File: config.mk
export PLATFORM = sky130hd
export DESIGN_NAME = calendar_date_offset
export DESIGN_NICKNAME = d
export VERILOG_FILES = /design/src/hdl/cdo_pkg.sv /design/src/hdl/calendar_date_offset.sv
export SDC_FILE = /design/constraint.sdc
export NUM_CORES = 1
export LEC_CHECK = 0
export BUFFER_PORTS_ARGS = -buffer_cell sky130_fd_sc_hd__buf_2
export CORE_ASPECT_RATIO = 0.7
export CORE_MARGIN = 3
export CORE_UTILIZATION = 65
export CTS_CLUSTER_SIZE = 12
export DETAILED_ROUTE_END_ITERATION = 16
export PLACE_DENSITY = 0.85
export SLEW_MARGIN = 25
export SYNTH_ARGS = -nofsm -noshare
export SYNTH_HDL_FRONTEND = slang
export SYNTH_SLANG_ARGS = --single-unit
File: constraint.sdc
create_clock -name clk -period 8.5 [get_ports clk]
set_input_delay 0.85 -clock clk [delete_from_list [all_inputs] [get_ports clk]]
set_output_delay 0.85 -clock clk [all_outputs]
set_load 0.005 [all_outputs]
File: src/hdl/cdo_pkg.sv
// Shared types, constants and month-length helpers for the date offset block.
`default_nettype none

package cdo_pkg;

  // Walk year: signed, wide enough for the start year plus any offset span
  localparam int YEAR_W   = 16;
  localparam int YEAR_MAX = 9999;

  // Reciprocal of 25 for the set-up remainder: floor(y * 5243 / 2^17) = y / 25
  localparam int RECIP_25   = 5243;
  localparam int RECIP_SHIFT = 17;
  localparam int QUOT_W     = 10;

  localparam logic [3:0] MONTH_JAN = 4'd1;
  localparam logic [3:0] MONTH_FEB = 4'd2;
  localparam logic [3:0] MONTH_APR = 4'd4;
  localparam logic [3:0] MONTH_JUN = 4'd6;
  localparam logic [3:0] MONTH_SEP = 4'd9;
  localparam logic [3:0] MONTH_NOV = 4'd11;
  localparam logic [3:0] MONTH_DEC = 4'd12;

  typedef logic [4:0] mod25_t;
  typedef logic [4:0] mlen_t;

  // Gregorian leap test from year mod 16 and year mod 25
  function automatic logic is_leap(input logic [3:0] low4, input mod25_t m25);
    is_leap = (low4[1:0] == 2'd0) && ((m25 != 5'd0) || (low4 == 4'd0));
  endfunction

  function automatic mlen_t month_len(input logic [3:0] mon, input logic leap);
    mlen_t len;
    len = 5'd31;
    if (mon == MONTH_FEB) begin
      len = leap ? 5'd29 : 5'd28;
    end else if ((mon == MONTH_APR) || (mon == MONTH_JUN) ||
                 (mon == MONTH_SEP) || (mon == MONTH_NOV)) begin
      len = 5'd30;
    end
    month_len = len;
  endfunction

endpackage

`default_nettype wire

File: src/hdl/calendar_date_offset.sv
// Gregorian date plus signed day offset, walked one month per cycle.
//
// Usage:
//   Input channel in_valid/in_stall carries start_day, start_month,
//   start_year and day_offset; an item is taken when in_valid is high and
//   in_stall low. Output channel out_valid/out_stall carries result_day,
//   result_month, result_year and year_overflow from an output register.
//   One item is worked at a time: in_stall is high from acceptance until
//   the result has been written to the output register.
//   Sequence: set-up (year mod 25 by reciprocal multiply, in ST_DIV then
//   ST_MOD), then one month step per month crossed by the walk, then a
//   finishing step that loads the output register. The month steps all
//   run through the single add/compare unit.
//   A new item may be taken while the previous result still waits in the
//   output register; if out_stall holds it, the finished walk waits too.
//   Reset (rst, synchronous) empties the output register and returns the
//   sequencer to idle.
`default_nettype none

module calendar_date_offset #(
  parameter int OFFSET_BITS = 13
) (
  input  wire logic                          clk,
  input  wire logic                          rst,
  input  wire logic                          in_valid,
  output logic                               in_stall,
  input  wire logic [4:0]                    start_day,
  input  wire logic [3:0]                    start_month,
  input  wire logic [13:0]                   start_year,
  input  wire logic signed [OFFSET_BITS-1:0] day_offset,
  output logic                               out_valid,
  input  wire logic                          out_stall,
  output logic [4:0]                         result_day,
  output logic [3:0]                         result_month,
  output logic [13:0]                        result_year,
  output logic                               year_overflow
);

  localparam int DAY_W = OFFSET_BITS + 2;
  localparam int YW    = cdo_pkg::YEAR_W;

  localparam logic [1:0] ST_IDLE = 2'd0;
  localparam logic [1:0] ST_DIV  = 2'd1;
  localparam logic [1:0] ST_MOD  = 2'd2;
  localparam logic [1:0] ST_WALK = 2'd3;

  logic [1:0]                      state;
  logic signed [DAY_W-1:0]         d;
  logic [3:0]                      m;
  logic signed [YW-1:0]            y;
  cdo_pkg::mod25_t                 ymod;
  logic [cdo_pkg::QUOT_W-1:0]      q;

  logic [26:0]                     recip_prod;
  logic [13:0]                     q_times_25;
  logic [13:0]                     rem_full;
  logic [3:0]                      m_clamped;

  cdo_pkg::mlen_t                  len_cur;
  cdo_pkg::mlen_t                  len_prev;
  logic [3:0]                      m_prev;
  logic signed [YW-1:0]            y_prev;
  cdo_pkg::mod25_t                 ymod_prev;
  cdo_pkg::mod25_t                 ymod_inc;
  logic                            go_fwd;
  logic                            go_back;
  logic                            out_free;
  logic                            walk_done;

  assign in_stall  = (state != ST_IDLE);
  assign out_free  = !out_valid || !out_stall;
  assign walk_done = (state == ST_WALK) && !go_fwd && !go_back && out_free;

  // Set-up arithmetic: quotient by reciprocal, then remainder
  assign recip_prod = 27'(y[13:0]) * 27'(cdo_pkg::RECIP_25);
  assign q_times_25 = 14'(q) * 14'd25;
  assign rem_full   = y[13:0] - q_times_25;

  always_comb begin
    if (start_month == 4'd0) begin
      m_clamped = cdo_pkg::MONTH_JAN;
    end else if (start_month > cdo_pkg::MONTH_DEC) begin
      m_clamped = cdo_pkg::MONTH_DEC;
    end else begin
      m_clamped = start_month;
    end
  end

  // Month step unit: lengths of the current and the previous month
  always_comb begin
    ymod_inc  = (ymod == 5'd24) ? 5'd0 : ymod + 5'd1;
    m_prev    = m - 4'd1;
    y_prev    = y;
    ymod_prev = ymod;
    if (m == cdo_pkg::MONTH_JAN) begin
      m_prev    = cdo_pkg::MONTH_DEC;
      y_prev    = y - YW'(1);
      ymod_prev = (ymod == 5'd0) ? 5'd24 : ymod - 5'd1;
    end
    len_cur  = cdo_pkg::month_len(m, cdo_pkg::is_leap(y[3:0], ymod));
    len_prev = cdo_pkg::month_len(m_prev, cdo_pkg::is_leap(y_prev[3:0], ymod_prev));
    go_fwd   = d > $signed({{(DAY_W-5){1'b0}}, len_cur});
    go_back  = d < $signed(DAY_W'(1));
  end

  // Sequencer and walk registers
  always_ff @(posedge clk) begin
    if (rst) begin
      state     <= ST_IDLE;
      out_valid <= 1'b0;
    end else begin
      // Output register: filled by a finished walk, emptied once taken
      if (walk_done) begin
        out_valid <= 1'b1;
      end else if (out_valid && !out_stall) begin
        out_valid <= 1'b0;
      end
      case (state)
        ST_IDLE: begin
          if (in_valid) begin
            d     <= $signed({{(DAY_W-5){1'b0}}, start_day}) + DAY_W'(day_offset);
            m     <= m_clamped;
            y     <= $signed({{(YW-14){1'b0}}, start_year});
            state <= ST_DIV;
          end
        end
        ST_DIV: begin
          q     <= recip_prod[cdo_pkg::RECIP_SHIFT +: cdo_pkg::QUOT_W];
          state <= ST_MOD;
        end
        ST_MOD: begin
          ymod  <= rem_full[4:0];
          state <= ST_WALK;
        end
        ST_WALK: begin
          if (go_fwd) begin
            d <= d - $signed({{(DAY_W-5){1'b0}}, len_cur});
            if (m == cdo_pkg::MONTH_DEC) begin
              m    <= cdo_pkg::MONTH_JAN;
              y    <= y + YW'(1);
              ymod <= ymod_inc;
            end else begin
              m <= m + 4'd1;
            end
          end else if (go_back) begin
            d    <= d + $signed({{(DAY_W-5){1'b0}}, len_prev});
            m    <= m_prev;
            y    <= y_prev;
            ymod <= ymod_prev;
          end else if (out_free) begin
            // Walk finished: clamp year and load the output register
            result_day   <= d[4:0];
            result_month <= m;
            state        <= ST_IDLE;
            if (y < 0) begin
              result_year   <= 14'd0;
              year_overflow <= 1'b1;
            end else if (y > $signed(YW'(cdo_pkg::YEAR_MAX))) begin
              result_year   <= 14'(cdo_pkg::YEAR_MAX);
              year_overflow <= 1'b1;
            end else begin
              result_year   <= y[13:0];
              year_overflow <= 1'b0;
            end
          end
        end
        default: begin
          state <= ST_IDLE;
        end
      endcase
    end
  end

endmodule

`default_nettype wire
Word level (Yosys, flattened, before mapping):

Index checks and enable logic that the tools add are counted.

* $mul: 2
* bitwise operators: 3
* magnitude comparators: 5
* mux-type cells: 40
* reductions and logical operators: 40
* add/sub/neg operators: 10
* shift operators: 0
* eq/ne operators: 23
* div/mod/pow operators: 0

Operators with widths (count)
* 16-bit 2-to-1 mux: 5
* 15-bit 2-to-1 mux: 3
* 16-bit one-hot mux with 2 select lines: 1
* 5-bit 2-to-1 mux: 6
* 15-bit one-hot mux with 2 select lines: 1
* 4-bit 2-to-1 mux: 7
* 14-bit by 13-bit multiplier with 27-bit output (second input constant): 1
* 4-bit equality test (second input constant): 5
* 16-bit by 2-bit adder with 16-bit output (second input constant): 1
* 4-bit by 3-bit equality test with 1-bit output (second input constant): 4
* 16-bit by 15-bit > comparator with 1-bit output (second input constant): 1
* 16-bit by 1-bit < comparator with 1-bit output (second input constant): 1
* 16-bit by 2-bit subtractor with 16-bit output (second input constant): 1
* 15-bit by 6-bit adder with 15-bit output: 1
* 15-bit by 6-bit > comparator with 1-bit output: 1
* 15-bit by 2-bit < comparator with 1-bit output (second input constant): 1
* 15-bit by 6-bit subtractor with 15-bit output: 1
* 6-bit by 13-bit adder with 14-bit output: 1
* 14-bit 2-to-1 mux: 1
* 4-bit logical NOT: 3
* 2-bit 2-to-1 mux: 6
* 4-bit AND reduction: 3
* 10-bit by 5-bit multiplier with 5-bit output (second input constant): 1
* 5-bit one-hot mux with 2 select lines: 1
* other kinds (29): 66

* memories: 0
* latch bits: 0
* output and inout port bits: 26
* register bits: 77
* memory bits (writable): 0
* bits of input ports: 40
* memory bits (read-only): 0

Longest topological paths before layout:

* depth after elaboration: 12
* mapped depth: 18

Least setup slack after synthesis:

No wires, ideal clock.

* kind: register to register
* start point: register ymod[0]
* end point: register result_day[0] (enable)
* required time: 8.059 ns
* slack: 3.651 ns
* setup time: 0.441 ns
* data arrival time: 4.408 ns
* stages on the path, launching flop included: 13
* path through: edfxtp_1 -> inv_1 -> ha_1 -> or4b_1 -> o21ai_0 -> a21oi_1 -> ha_1 -> nand2_1 -> o2111a_1 -> nor2_1 -> clkbuf_1 -> nand3_1 -> nor3b_1

* word-level cells in the longest chain between the ends: 8

Ends and longest elaborated chain
* from (decl): line calendar_date_offset.sv:51 `cdo_pkg::mod25_t ymod;`
* from (signal assigned): line calendar_date_offset.sv:132 `ymod <= rem_full[4:0];`
* from (signal assigned): line calendar_date_offset.sv:141 `ymod <= ymod_inc;`
* from (signal assigned): line calendar_date_offset.sv:149 `ymod <= ymod_prev;`
* 5-bit nonzero test: line cdo_pkg.sv:28 `is_leap = (low4[1:0] == 2'd0) && ((m25 != 5'd0) || (low4 == 4'd0));`
* 1-bit logical OR: line cdo_pkg.sv:28
* 1-bit logical AND: line cdo_pkg.sv:28
* 1-bit 2-to-1 mux: line cdo_pkg.sv:35 `len = leap ? 5'd29 : 5'd28;`
* 2-bit 2-to-1 mux: line cdo_pkg.sv:34 `if (mon == MONTH_FEB) begin`
* 15-bit by 6-bit > comparator with 1-bit output: line calendar_date_offset.sv:102 `go_fwd = d > $signed({{(DAY_W-5){1'b0}}, len_cur});`
* 1-bit inverter (no line)
* 5-bit AND reduction (no line)
* to (signal assigned): line calendar_date_offset.sv:152 `result_day <= d[4:0];`
* to (decl): line calendar_date_offset.sv:33 `output logic [4:0] result_day,`

Every way passes these cells.
A chain may end at the register's enable or synchronous reset.

Worst setup path in the final report:

* start point: register y[11]
* end point: register q[4] in the netlist's numbering (data pin)

* word-level cells in the longest chain between the ends: 1

Ends and longest elaborated chain
* from (decl): line calendar_date_offset.sv:50 `logic signed [YW-1:0] y;`
* from (signal assigned): line calendar_date_offset.sv:123 `y <= $signed({{(YW-14){1'b0}}, start_year});`
* from (signal assigned): line calendar_date_offset.sv:140 `y <= y + YW'(1);`
* from (signal assigned): line calendar_date_offset.sv:148 `y <= y_prev;`
* 14-bit by 13-bit multiplier with 27-bit output: line calendar_date_offset.sv:75 `assign recip_prod = 27'(y[13:0]) * 27'(cdo_pkg::RECIP_25);`
* net recip_prod[21]: line calendar_date_offset.sv:54 `logic [26:0] recip_prod;`
* to (signal assigned): line calendar_date_offset.sv:128 `q <= recip_prod[cdo_pkg::RECIP_SHIFT +: cdo_pkg::QUOT_W];`
* to (decl): line calendar_date_offset.sv:52 `logic [cdo_pkg::QUOT_W-1:0] q;`

The timed path passes the listed nets, and every way through them passes these cells.

==> qor.yml <==
clkLatencyLatePin_ps: 340
crit-reg2reg-launch: "y[11]"
cap_violations: 0
grt_use_total: 0.2907
placement.setup.worst_slack_ps: 3527
numCtsBuffers: 9
grt_max_degree: 54
async_flop_share: 0
core_um2: 12800
drive_gt1_frac: 0.1138
cts_tree: "built"
r2r_end: "q[4]"
vias_per_cell: 6.029
remaining_drc_errors: 0
die_y_um: 103.4
hp-class: "flip-flop to flip-flop"
status: "finished, final reports clean"
start_util: 0.6872
maxSlewViolCount: 0
start_kind: "flip-flop"
period_minus_slack_ps: 4986
slowest_stage: "edfxtp_1"
synth_flop_cell: "edfxtp_1"
worstPathRequired_ps: 8580
cpLargestDelayFamily: "adder cells"
r2r_setup_slack_ps: 3510
worstMarginPinSlew_ps: 925.4
first_global_vias: 6689
synth_cell_types: 68
overflow: 0
layout_setup_ws_ps: 3514
worstSetupPathType: "flip-flop to flip-flop"
rows: 34
pin_count: 66
syn_to_final_growth_pct: 9.526
h-tree-depth: 3
syn_area_per_cell_um2: 9.554
drtIter0Drc: 742
finalCritPeriodShare: 0.5866
cts.path.max_buffers: 2
wl_per_cell_um: 18.38
first_pass_iters: 6
gp_congestion: 0.9819
cts_sinks: 72
ys_seq_elements: 72
worstHoldEndpoint: "out_valid"
dp.cells: 1148
critPathBufInv: 6
clk_pin_slew_ps: 60
cts_setup_buffers: 0
clock.fmax_mhz: 200.5
worstPathCellList: "inv_1 -> fa_1 -> inv_1 -> ha_1 -> inv_1 -> fa_1 -> inv_1 -> fa_1 -> inv_1 -> fa_1 -> inv_1 -> ha_1 -> o21a_1 -> o21a_1 -> o21ai_0 -> a31oi_1 -> nor2_1 -> xnor2_1"
critPathArrivalTime_ps: 5070
clock_skew_ps: 8.551
ys_seq_area_frac: 0.2423
synth_edf_count: 69
postSynthCellCount: 921
cpPeakStageDelay_ps: 680
hold_path_depth: 2
hp-start: "out_valid"
synth_warnings: 0
synth_area_um2: 8800
cts_root_buf: "clkbuf_16"
setup_violations: 0
synth.net_count: 1166
maxSlewHeadroom: 0.3778
grt_pass1_wl_mm: 34.33
diodes: 0
tns_ps: 0
cts_resized: 0
finalHoldViolCount: 0
cts_hold_buf: 0
wl_mm: 21.40
die_w_um: 145.1
cpMostUsedCell: "inv_1"
stdcell_count: 1164
route.antenna.remaining_nets: 0
dp.final_hpwl_mm: 16.41
worst_hold_slack_ps: 499.5
nNetsFinal: 1224
crit_path_end_kind: "flip-flop"
antenna_found_initial: 0
reg2reg_depth: 18
io_buffer_count: 65
vias: 7018
crit_fanout: 12
rsz0062_at_grt: "no"
die-area_um2: 14990
-- layer usage --
metal | global-route usage | part of all wire
met4 | 0.07877 | 0.018
met5 | 0 | 0
met3 | 0.07840 | 0.12
met1 | 0.4243 | 0.44
met2 | 0.4341 | 0.42
-- how the worst max path moves through the flow --
stage          slack [ps]            end  cells after the start    start
2_1_floorplan        3650  result_day[0]                     12  ymod[0]
3_3_place_gp         3670           q[4]                     18    y[11]
3_5_place_dp         3530           q[4]                     18    y[11]
4_1_cts              3530           q[4]                     18    y[11]
5_1_grt              3300           q[4]                     18    y[11]
6_report             3510           q[4]                     18    y[11]
-- kinds of logic after synthesis --
logic type	Yosys count	share of synthesized area
flops	72	0.2423
compound gates	183	0.1436
xor+xnor	47	0.04678
buf+inv	197	0.08531
fa+ha+maj	205	0.3478
simple gates	198	0.1110
mux	19	0.02318
-- Yosys cell counts (3+ instances only) --
| cell type | instances | area share |
|---|---|---|
| a211o_1 | 3 | 0.0030 |
| a211oi_1 | 12 | 0.010 |
| a21boi_0 | 4 | 0.0034 |
| a21o_1 | 5 | 0.0043 |
| a21oi_1 | 47 | 0.027 |
| a221oi_1 | 6 | 0.0060 |
| a22oi_1 | 4 | 0.0034 |
| a31oi_1 | 6 | 0.0043 |
| and2_1 | 5 | 0.0036 |
| and3_1 | 13 | 0.0092 |
| and4_1 | 3 | 0.0030 |
| buf_2 | 8 | 0.0046 |
| clkbuf_1 | 16 | 0.0068 |
| dfxtp_1 | 3 | 0.0068 |
| edfxtp_1 | 69 | 0.24 |
| fa_1 | 66 | 0.15 |
| ha_1 | 139 | 0.20 |
| inv_1 | 172 | 0.073 |
| mux2_2 | 7 | 0.0090 |
| mux2i_1 | 11 | 0.013 |
| nand2_1 | 42 | 0.018 |
| nand2b_1 | 3 | 0.0021 |
| nand3_1 | 23 | 0.013 |
| nand4_1 | 6 | 0.0043 |
| nor2_1 | 66 | 0.028 |
| nor2b_1 | 3 | 0.0021 |
| nor3_1 | 13 | 0.0074 |
| nor3b_1 | 3 | 0.0026 |
| nor4_1 | 3 | 0.0021 |
| o2111ai_1 | 9 | 0.0090 |
| o211a_1 | 7 | 0.0080 |
| o211ai_1 | 12 | 0.010 |
| o21a_1 | 5 | 0.0043 |
| o21ai_0 | 26 | 0.015 |
| o22ai_1 | 8 | 0.0057 |
| o31ai_1 | 6 | 0.0051 |
| or3_1 | 4 | 0.0028 |
| xnor2_1 | 34 | 0.034 |
| xor2_1 | 13 | 0.013 |
-- final cells by class --
cell class / count / area (µm²)
fillers: 848 / 3167
well taps: 180 / 225.2
clock buffers: 10 / 239.0
inverters: 172 / 645.6
multi-input cells: 652 / 5946
clock inverters: 6 / 72.57
repair buffers: 72 / 377.9
flip-flops and latches: 72 / 2132
-- placed cells by master (no fill, tap or decap), drive strengths merged, types with 3 or more instances in the layout --
cell and instances:
dfxtp 3, o211a 7, a211oi 12, o21ai 27
a22oi 4, o2111ai 9, and2 5, a211o 3
nor2 66, inv 176, nor4 4, o31ai 6
o21a 5, nor3b 3, mux2 8, a21oi 47
mux2i 11, nand3 23, nor2b 3, a31oi 7
o211ai 12, a21o 5, edfxtp 69, a21boi 4
nand2b 3, ha 139, a221oi 6, and4 3
clkbuf 10, xor2 13, buf 72, or3 5
nor3 14, o22ai 9, nand4 6, and3 13
nand2 42, xnor2 34, fa 66
-- state kept, by name, indices dropped and copies added, names as in the netlist, 2 cells and up --
| name | cells |
|---|---|
| d | 15 |
| m | 4 |
| q | 5 |
| result_day | 5 |
| result_month | 4 |
| result_year | 14 |
| state | 2 |
| y | 16 |
| ymod | 5 |
-- worst reg2reg max path, stage by stage, from the launching register on --
cell and delay [ps]:
edfxtp_1 680, inv_1 270, fa_1 570, inv_1 40, ha_1 270, inv_1 50, fa_1 470, inv_1 60
fa_1 520, inv_1 50, fa_1 550, inv_1 60, ha_1 370, o21a_1 190, o21a_1 150, o21ai_0 140
a31oi_1 70, nor2_1 140, xnor2_1 70
-- through the flow --
step	area (µm²)	util
global placement	9319	0.7278
detailed placement	9319	0.7278
global route	9638	0.7527
floorplan	8800	-
finish	9638	0.7527
CTS	9630	0.7521
Power is not shown: default switching activity piles up to over one toggle a cycle in this logic, so the estimate is an artifact.
